**src/hdl/c5s2_pkg.sv**
```systemverilog
// shared constants, codes and control types for the 5x5 stride-2 convolution core
package c5s2_pkg;

  localparam int MAX_WIDTH  = 1024;
  localparam int MAX_HEIGHT = 1024;
  localparam int MAX_OUT    = 512;
  localparam int COL_W      = $clog2(MAX_WIDTH);
  localparam int ROW_W      = $clog2(MAX_HEIGHT);
  localparam int KSIZE      = 5;
  localparam int NTAPS      = KSIZE * KSIZE;
  localparam int TAP_W      = $clog2(NTAPS);
  localparam int K_W        = $clog2(KSIZE);
  localparam int SLOT_W     = $clog2(KSIZE);
  localparam int LS_DEPTH   = KSIZE * MAX_WIDTH;
  localparam int PIX_W      = 16;
  localparam int COEF_W     = 16;
  localparam int PROD_W     = PIX_W + COEF_W;
  localparam int SUM_W      = 36;
  localparam int OCOORD_W   = 9;
  localparam int OPOS_W     = 11;
  localparam int DIM_W      = 11;
  localparam int ODIM_W     = 10;
  localparam int PAD_W      = 3;
  localparam int PAD_MAX    = 4;
  localparam int CFG_IDX_W  = 3;
  localparam int CFG_DATA_W = 11;

  localparam logic [CFG_IDX_W-1:0] REG_FRAME_WIDTH  = 3'd0;
  localparam logic [CFG_IDX_W-1:0] REG_FRAME_HEIGHT = 3'd1;
  localparam logic [CFG_IDX_W-1:0] REG_OUT_WIDTH    = 3'd2;
  localparam logic [CFG_IDX_W-1:0] REG_OUT_HEIGHT   = 3'd3;
  localparam logic [CFG_IDX_W-1:0] REG_PAD_TOP      = 3'd4;
  localparam logic [CFG_IDX_W-1:0] REG_PAD_LEFT     = 3'd5;
  localparam logic [CFG_IDX_W-1:0] REG_ZERO_PADDING = 3'd6;

  localparam logic OP_COEF  = 1'b0;
  localparam logic OP_PIXEL = 1'b1;

  typedef struct packed {
    logic load_coef;
    logic load_pix;
    logic start;
    logic tap;
    logic next_out;
  } c5s2_cmd_t;

  typedef struct packed {
    logic empty;
    logic tap_last;
    logic busy;
    logic final_out;
  } c5s2_status_t;

endpackage

```
**src/hdl/c5s2_ctrl.sv**
```systemverilog
// controller: sequences pixel requests through window taps and result hand-off
module c5s2_ctrl import c5s2_pkg::*; (
  input  logic         clk,
  input  logic         rst,
  input  logic         in_valid,
  input  logic         op,
  output logic         in_stall,
  input  logic         out_stall,
  output logic         out_valid,
  output c5s2_cmd_t    cmd,
  input  c5s2_status_t status
);

  localparam logic [2:0] ST_IDLE  = 3'd0;
  localparam logic [2:0] ST_PREP  = 3'd1;
  localparam logic [2:0] ST_TAPS  = 3'd2;
  localparam logic [2:0] ST_DRAIN = 3'd3;
  localparam logic [2:0] ST_OUT   = 3'd4;

  logic [2:0] state, state_next;
  logic       accept;

  assign in_stall  = (state != ST_IDLE);
  assign out_valid = (state == ST_OUT);
  assign accept    = in_valid && (state == ST_IDLE);

  always_comb begin
    state_next    = state;
    cmd           = '0;
    cmd.load_coef = accept && (op == OP_COEF);
    cmd.load_pix  = accept && (op == OP_PIXEL);
    case (state)
      ST_IDLE: begin
        if (accept && (op == OP_PIXEL)) begin
          state_next = ST_PREP;
        end
      end
      ST_PREP: begin
        if (status.empty) begin
          state_next = ST_IDLE;
        end else begin
          cmd.start  = 1'b1;
          state_next = ST_TAPS;
        end
      end
      ST_TAPS: begin
        cmd.tap = 1'b1;
        if (status.tap_last) begin
          state_next = ST_DRAIN;
        end
      end
      ST_DRAIN: begin
        if (!status.busy) begin
          state_next = ST_OUT;
        end
      end
      ST_OUT: begin
        if (!out_stall) begin
          if (status.final_out) begin
            state_next = ST_IDLE;
          end else begin
            cmd.next_out = 1'b1;
            state_next   = ST_TAPS;
          end
        end
      end
      default: begin
        state_next = ST_IDLE;
      end
    endcase
  end

  always_ff @(posedge clk) begin
    if (rst) begin
      state <= ST_IDLE;
    end else begin
      state <= state_next;
    end
  end

endmodule

```
**config.mk**
```make
export PLATFORM = sky130hd
export DESIGN_NAME = c5s2_ctrl
export DESIGN_NICKNAME = d
export VERILOG_FILES = /design/src/hdl/c5s2_pkg.sv /design/src/hdl/c5s2_ctrl.sv
export SDC_FILE = /design/constraint.sdc
export NUM_CORES = 1
export LEC_CHECK = 0
export BUFFER_PORTS_ARGS = -buffer_cell sky130_fd_sc_hd__buf_2
export CORE_AREA = 2 2 39 41
export DETAILED_ROUTE_END_ITERATION = 8
export DIE_AREA = 0 0 41 43
export PLACE_DENSITY = 0.41
export SYNTH_ARGS = -nofsm -noshare
export SYNTH_HDL_FRONTEND = slang
export SYNTH_SLANG_ARGS = --single-unit
```
**constraint.sdc**
```tcl
create_clock -name clk -period 1.8 [get_ports clk]
set_clock_uncertainty 0.1 [all_clocks]
set_input_delay 0.27 -clock clk [delete_from_list [all_inputs] [get_ports clk]]
set_output_delay 0.27 -clock clk [all_outputs]
set_load 0.005 [all_outputs]
```
# Word level (Yosys, flattened, before mapping)
# Cells that the tools add are included.
# Widths: inputs -> output; s select.
# word_totals
mem_count,0
register_bits,3
word_cells,29
input_bits,9
latchBits,0
out_inout_bits,7
romBits,0
ramBits,0
# classes
n_div,0
reduce_logical,6
n_mux,13
n_bitwise,1
shifts,0
n_lt_le_gt_ge,0
n_addsub,0
n_eq_ne,8
multipliers,0
# ops
cell,n
$pmux 3 s5,1
$mux 3,4
$ne 2x2->1 const B,4
$eq 3x2->1 const B,2
$mux 1,6
$mux 2,2
$reduce_and 4->1,1
$eq 3x1->1 const B,1
$eq 3x3->1 const B,1
$logic_and 1x1->1,3
$logic_not 3->1,1
$reduce_bool 3->1,1
$not 1->1,1

# Depth between registers and ports, before layout
# Gate-level depths: netlist of the first run.
# depth
depth_word,5
mapped_depth,4
ltp_nobuf,3

# Worst setup path before layout of the first run
# OpenSTA, ideal clock, no wires.
# synth_path
kind,flip-flop to output port
from,register state[2]
to,output port cmd[0] in the netlist's numbering
path_stages_with_launch,3
path_buffers,0
slack_ns,0.455
t_arrival_ns,0.975
path_cell_list,dfxtp_1 nor3b_1 nor3b_1
# synth_rtl
element,line_no,rtl
start: declaration,c5s2_ctrl.sv:20,"logic [2:0] state, state_next;"
start signal: assignment,c5s2_ctrl.sv:77,state <= state_next;
end: declaration,c5s2_ctrl.sv:10,"output c5s2_cmd_t cmd,"

==> results of run 1 <==
[power breakdown]
group          switching (uW)  total (uW)  internal (uW)
Sequential               13.1        85.6           72.5
Combinational            27.3        62.3           35.0
Clock                    33.7         117           83.0
[per-layer routing]
| layer | global-route usage [%] | up-vias |
|---|---|---|
| li1 | - | 142 |
| met1 | 7.37 | 127 |
| met2 | 12.2 | 7 |
| met3 | 3.14 | 0 |
| met4 | 6.00 | 0 |
| met5 | 0 | - |
[cells by family (layout without fill, tap and decap cells)]
family / count (synthesis) / in the layout / share of synthesized area (%)
flops: 3 / 3 / 25.3
compound gates: 5 / 5 / 11.6
buf+inv: 3 / 20 / 8.42
simple gates: 17 / 17 / 54.7
[stage by stage]
step / setup slack (ns) / total power [uW] / utilization, %
global route: 0.0293 / 285 / 24.8
floorplan: 0.455 / 126 / -
detailed placement: 0.368 / 149 / 22.9
finish: 0.138 / 265 / 24.8
global placement: 0.357 / 150 / 22.9
CTS: 0.114 / 271 / 24.8
[area by class of cell]
cell class / instances / area, um^2
fill: 161 / 1040
multi-input combinational: 22 / 158
timing repair buffer: 15 / 75.1
sequential: 3 / 60.1
clock buffer: 4 / 26.3
tap: 16 / 20.0
inverter: 1 / 3.75
[worst max-delay path, cell delays in order, from the launching register on]
cell	delay [ns]
dfxtp_1	0.48
nor3b_1	0.26
nor3b_1	0.19
buf_2	0.13
[layout by cell type (no fill, tap or decap), drive strengths merged, types with 2 or more instances in the layout]
master,n
nor4b,3
a21oi,3
buf,15
clkbuf,4
nor3b,3
dfxtp,3
nor3,2
[worst max-delay path by stage]
| stage | endpoint | slack (ns) | depth (start not counted) |
|---|---|---|---|
| 2_1_floorplan | cmd[0] | 0.45 | 2 |
| 3_3_place_gp | cmd[0] | 0.36 | 3 |
| 3_5_place_dp | cmd[0] | 0.37 | 3 |
| 4_1_cts | cmd[0] | 0.11 | 3 |
| 5_1_grt | cmd[0] | 0.03 | 3 |
| 6_report | cmd[0] | 0.14 | 3 |
==> flow_summary.ini, run 1 <==
[run_status]
status = finished clean

[route]
first_iter_violations = 2
wl_met1_um = 264
ant_nets = 0
met2_length_um = 320
top_layer = met3
routed_wl_um = 627
firstDrtPassIters = 2
vias_per_cell = 4.52
num_vias = 276
drc = 0
wl_met3_um = 42
wl_per_cell_um = 10.3

[setup_path]
critPathKind = flop to output pin
startpoint_type = flop
cp.arrival_ns = 1.29
critical_path_required_ns = 1.43
r2r_slack_ns = 0.40
r2r-start = state[1]
rr_endpoint = state[0]
ff2ff_path_depth = 3
worst_setup_path_end_kind = output pin
crit_fanout = 9
critPathLaunch = state[2]

[worst_hold_path]
min_delay_path_depth = 2
min_path_type = input port to flop
holdCritStartpoint = rst
hold_end = state[0]

[logic_synthesis]
yosys_register_bits = 3
syn_avg_cell_area_um2 = 8.49
yosysWarnings = 0
netlist_instances = 28
yosys.area.top_type = dfxtp_1
synth_common_cells = a21oi_1 (3), dfxtp_1 (3), nor3b_1 (3)
yosysSeqAreaShare_pct = 25.3
synth_enable_flop_cells = 0
async_flop_share_pct = 0
syn_nets = 37
synthFlopType = dfxtp_1
synth.area.top_cells = dfxtp_1 (25%), nor3b_1 (9.5%), nor4b_1 (7.4%)
yosys.cell_types.count = 20
syn_area_um2 = 238
netlist.area_leader.share_pct = 25.3

[cts]
htree_num_levels = 1
cts_root_buf = clkbuf_4
cts_setup_buffers = 0
cts_hold_buffers = 0
clkTransAtPathRegs_ns = 0.03
post_cts_resized = 0
clk_latency_ns = 0.23
cts_buffers = 3
tritoncts = yes
clockBufferDepth = 2
numClockSinks = 3

[floorplan]
fp.coreArea_mm2 = 0.00138
dieArea_mm2 = 0.00176
die_x_um = 41
rows = 14
ios = 16
die_h_um = 43
initial_utilization_pct = 17.2

[global_routing]
grt_max_degree = 12
gr-total-overflow = 0
track_usage_pct = 7.72
antenna_found_initial = 0
first_global_vias = 237
grt_pass1_wl_um = 890

[final_layout]
nets = 55
diodes = 0
fin_cells = 61
syn2layout_area_growth_pct = 44.2
final_cell_area_um2 = 343
top_regs = state (3)
top_register = state
layout-drive-gt1-share_pct = 44.4
largest_reg_flops = 3

[timing]
tns_ns = 0
fin_hold_ws_ns = 0.147
clock.fmax_mhz = 602
slew_headroom_pct = 74.8
tightest_slew_ns = 0.373
grt_setup_unrepaired = false
setup_violations = 0
fin_crit_sh_pct = 92.3
hold_viol_final = 0
fin_crit_ns = 1.66
drv_slew = 0

[placement]
io_buffers = 15
dpl.cell_count = 57
place_area_um2 = 317
place.gp.congestion = 0.682

[run]
maxCapViolations = 0

[power]
power_density_mw_per_mm2 = 772
leakagePower_uw = 0.000159
vdd_drop_max_mv = 0.257
Power figures use the tool's default switching activity.
==> run 2, diff against run 1 <==
Settings changed: PLACE_DENSITY 0.41 to not set.
==> run 2 against run 1 <==
Net effect:
- combinational power rose by 1%
- cell area stayed put
- sequential cell count unchanged
- global-route usage is 1.0 points higher
- clock power hardly changed
- worst hold slack got worse by 0.0073 ns
- routed wire length grew 0.80%
- die area unchanged
- worst setup slack better by 0.022 ns
- sequential power fell by 0.5%
- register-to-register slack got worse by 0.02 ns
- critical path type unchanged
==> flow_summary.ini, run 2 (same netlist as run 1, synthesis figures left out) <==
[run_status]
status = finished clean

[worst_hold_path]
hold_end = state[2]
min_delay_path_depth = 2
min_path_type = input port to flop
holdCritStartpoint = rst

[timing]
slew_headroom_pct = 76.2
fin_crit_ns = 1.64
drv_slew = 0
tightest_slew_ns = 0.352
grt_setup_unrepaired = false
clock.fmax_mhz = 610
hold_viol_final = 0
tns_ns = 0
fin_ws_ns = 0.161
fin_crit_sh_pct = 91.1
setup_violations = 0

[placement]
hpwl_um = 450
place.gp.congestion = 0.627
dp_slack_ns = 0.391
io_buffers = 15
place_area_um2 = 317

[floorplan]
dieArea_mm2 = 0.00176
fp.coreArea_mm2 = 0.00138
die_h_um = 43
initial_utilization_pct = 17.2
die_x_um = 41
ios = 16
rows = 14

[global_routing]
antenna_found_initial = 0
grt_max_degree = 12
first_global_vias = 236
track_usage_pct = 8.74
gr-total-overflow = 0
grt_pass1_wl_um = 952

[route]
ant_nets = 0
drc = 0
vias_per_cell = 4.85
routed_wl_um = 632
first_iter_violations = 11
firstDrtPassIters = 4
wl_per_cell_um = 10.4
num_vias = 296

[final_layout]
top_register = state
nets = 55
most-common-layout-cells = buf_2 (15), nor3b_1 (3), a21oi_1 (3), clkbuf_4 (3), dfxtp_1 (3)
top_regs = state (3)
final_cell_area_um2 = 343
final_common_cell = buf_2
n_fill_cell = 159
final_util_pct = 24.8
largest_reg_flops = 3
layout-drive-gt1-share_pct = 44.4
diodes = 0
syn2layout_area_growth_pct = 44.2

[cts]
htree_num_levels = 1
clkTransAtPathRegs_ns = 0.04
clk_latency_ns = 0.23
numClockSinks = 3
cts_hold_buffers = 0
cts_root_buf = clkbuf_4
post_cts_resized = 0
cts_buffers = 3
tritoncts = yes
cts_setup_buffers = 0
clockBufferDepth = 2

[setup_path]
r2r-start = state[1]
r2r_slack_ns = 0.38
ff2ff_path_depth = 3
rr_endpoint = state[0]
critical_path_required_ns = 1.43
crit_fanout = 9
cp.arrival_ns = 1.27
startpoint_type = flop
critPathKind = flop to output pin
worst_setup_path_end_kind = output pin

[run]
maxCapViolations = 0

[power]
leakagePower_uw = 0.000159
vdd_drop_max_mv = 0.218
power_density_mw_per_mm2 = 783
p_total_uw = 269
run 2: cell counts in the layout (fill, tap and decap cells not counted):
No cell type changed its count.
run 2: worst max-delay path by stage:
stage | cells past startpoint | slack, ns | endpoint | from
after floorplan | 2 | 0.45 | cmd[0] | state[2]
after global placement | 3 | 0.42 | state[0] | state[1]
after detailed placement | 3 | 0.39 | cmd[0] | state[2]
after CTS | 3 | 0.14 | cmd[0] | state[2]
after global routing | 2 | 0.01 | cmd[2] | state[0]
final | 3 | 0.16 | cmd[0] | state[2]
run 2: per-stage QoR:
| stage | hold slack, ns | cells |
|---|---|---|
| final | 0.140 | 61 |
| after global routing | 0.135 | 61 |
| after CTS | 0.132 | 61 |
| after detailed placement | 0.384 | 57 |
| after global placement | 0.371 | 57 |
| after floorplan | 0.239 | 28 |
run 2: worst max-delay path, stage by stage, from the launching register on:
cell	delay, ns
dfxtp_1	0.47
nor3b_1	0.24
nor3b_1	0.19
buf_2	0.13
run 2: report_power, final:
| group | internal [uW] | switching, uW |
|---|---|---|
| logic | 35.0 | 27.9 |
| registers | 72.5 | 12.7 |
| clock network | 83.2 | 37.2 |
| total | 191 | 77.8 |
run 2: final cells by class:
class | count | area (um^2) | share of cell area [%]
Multi-Input combinational cell | 22 | 158 | 46.0
Timing Repair Buffer | 15 | 75.1 | 21.9
Sequential cell | 3 | 60.1 | 17.5
Clock buffer | 4 | 26.3 | 7.66
Tap cell | 16 | 20.0 | 5.84
Inverter | 1 | 3.75 | 1.09
run 2: metal layers:
layer	wire length, um	global-route usage [%]	up-vias	part of all wire [%]
li1	-	-	143	-
met1	278	9.35	127	44
met2	266	11.6	20	42
met3	73	6.28	6	12
met4	14	6.00	0	2.2
met5	0	0	-	0
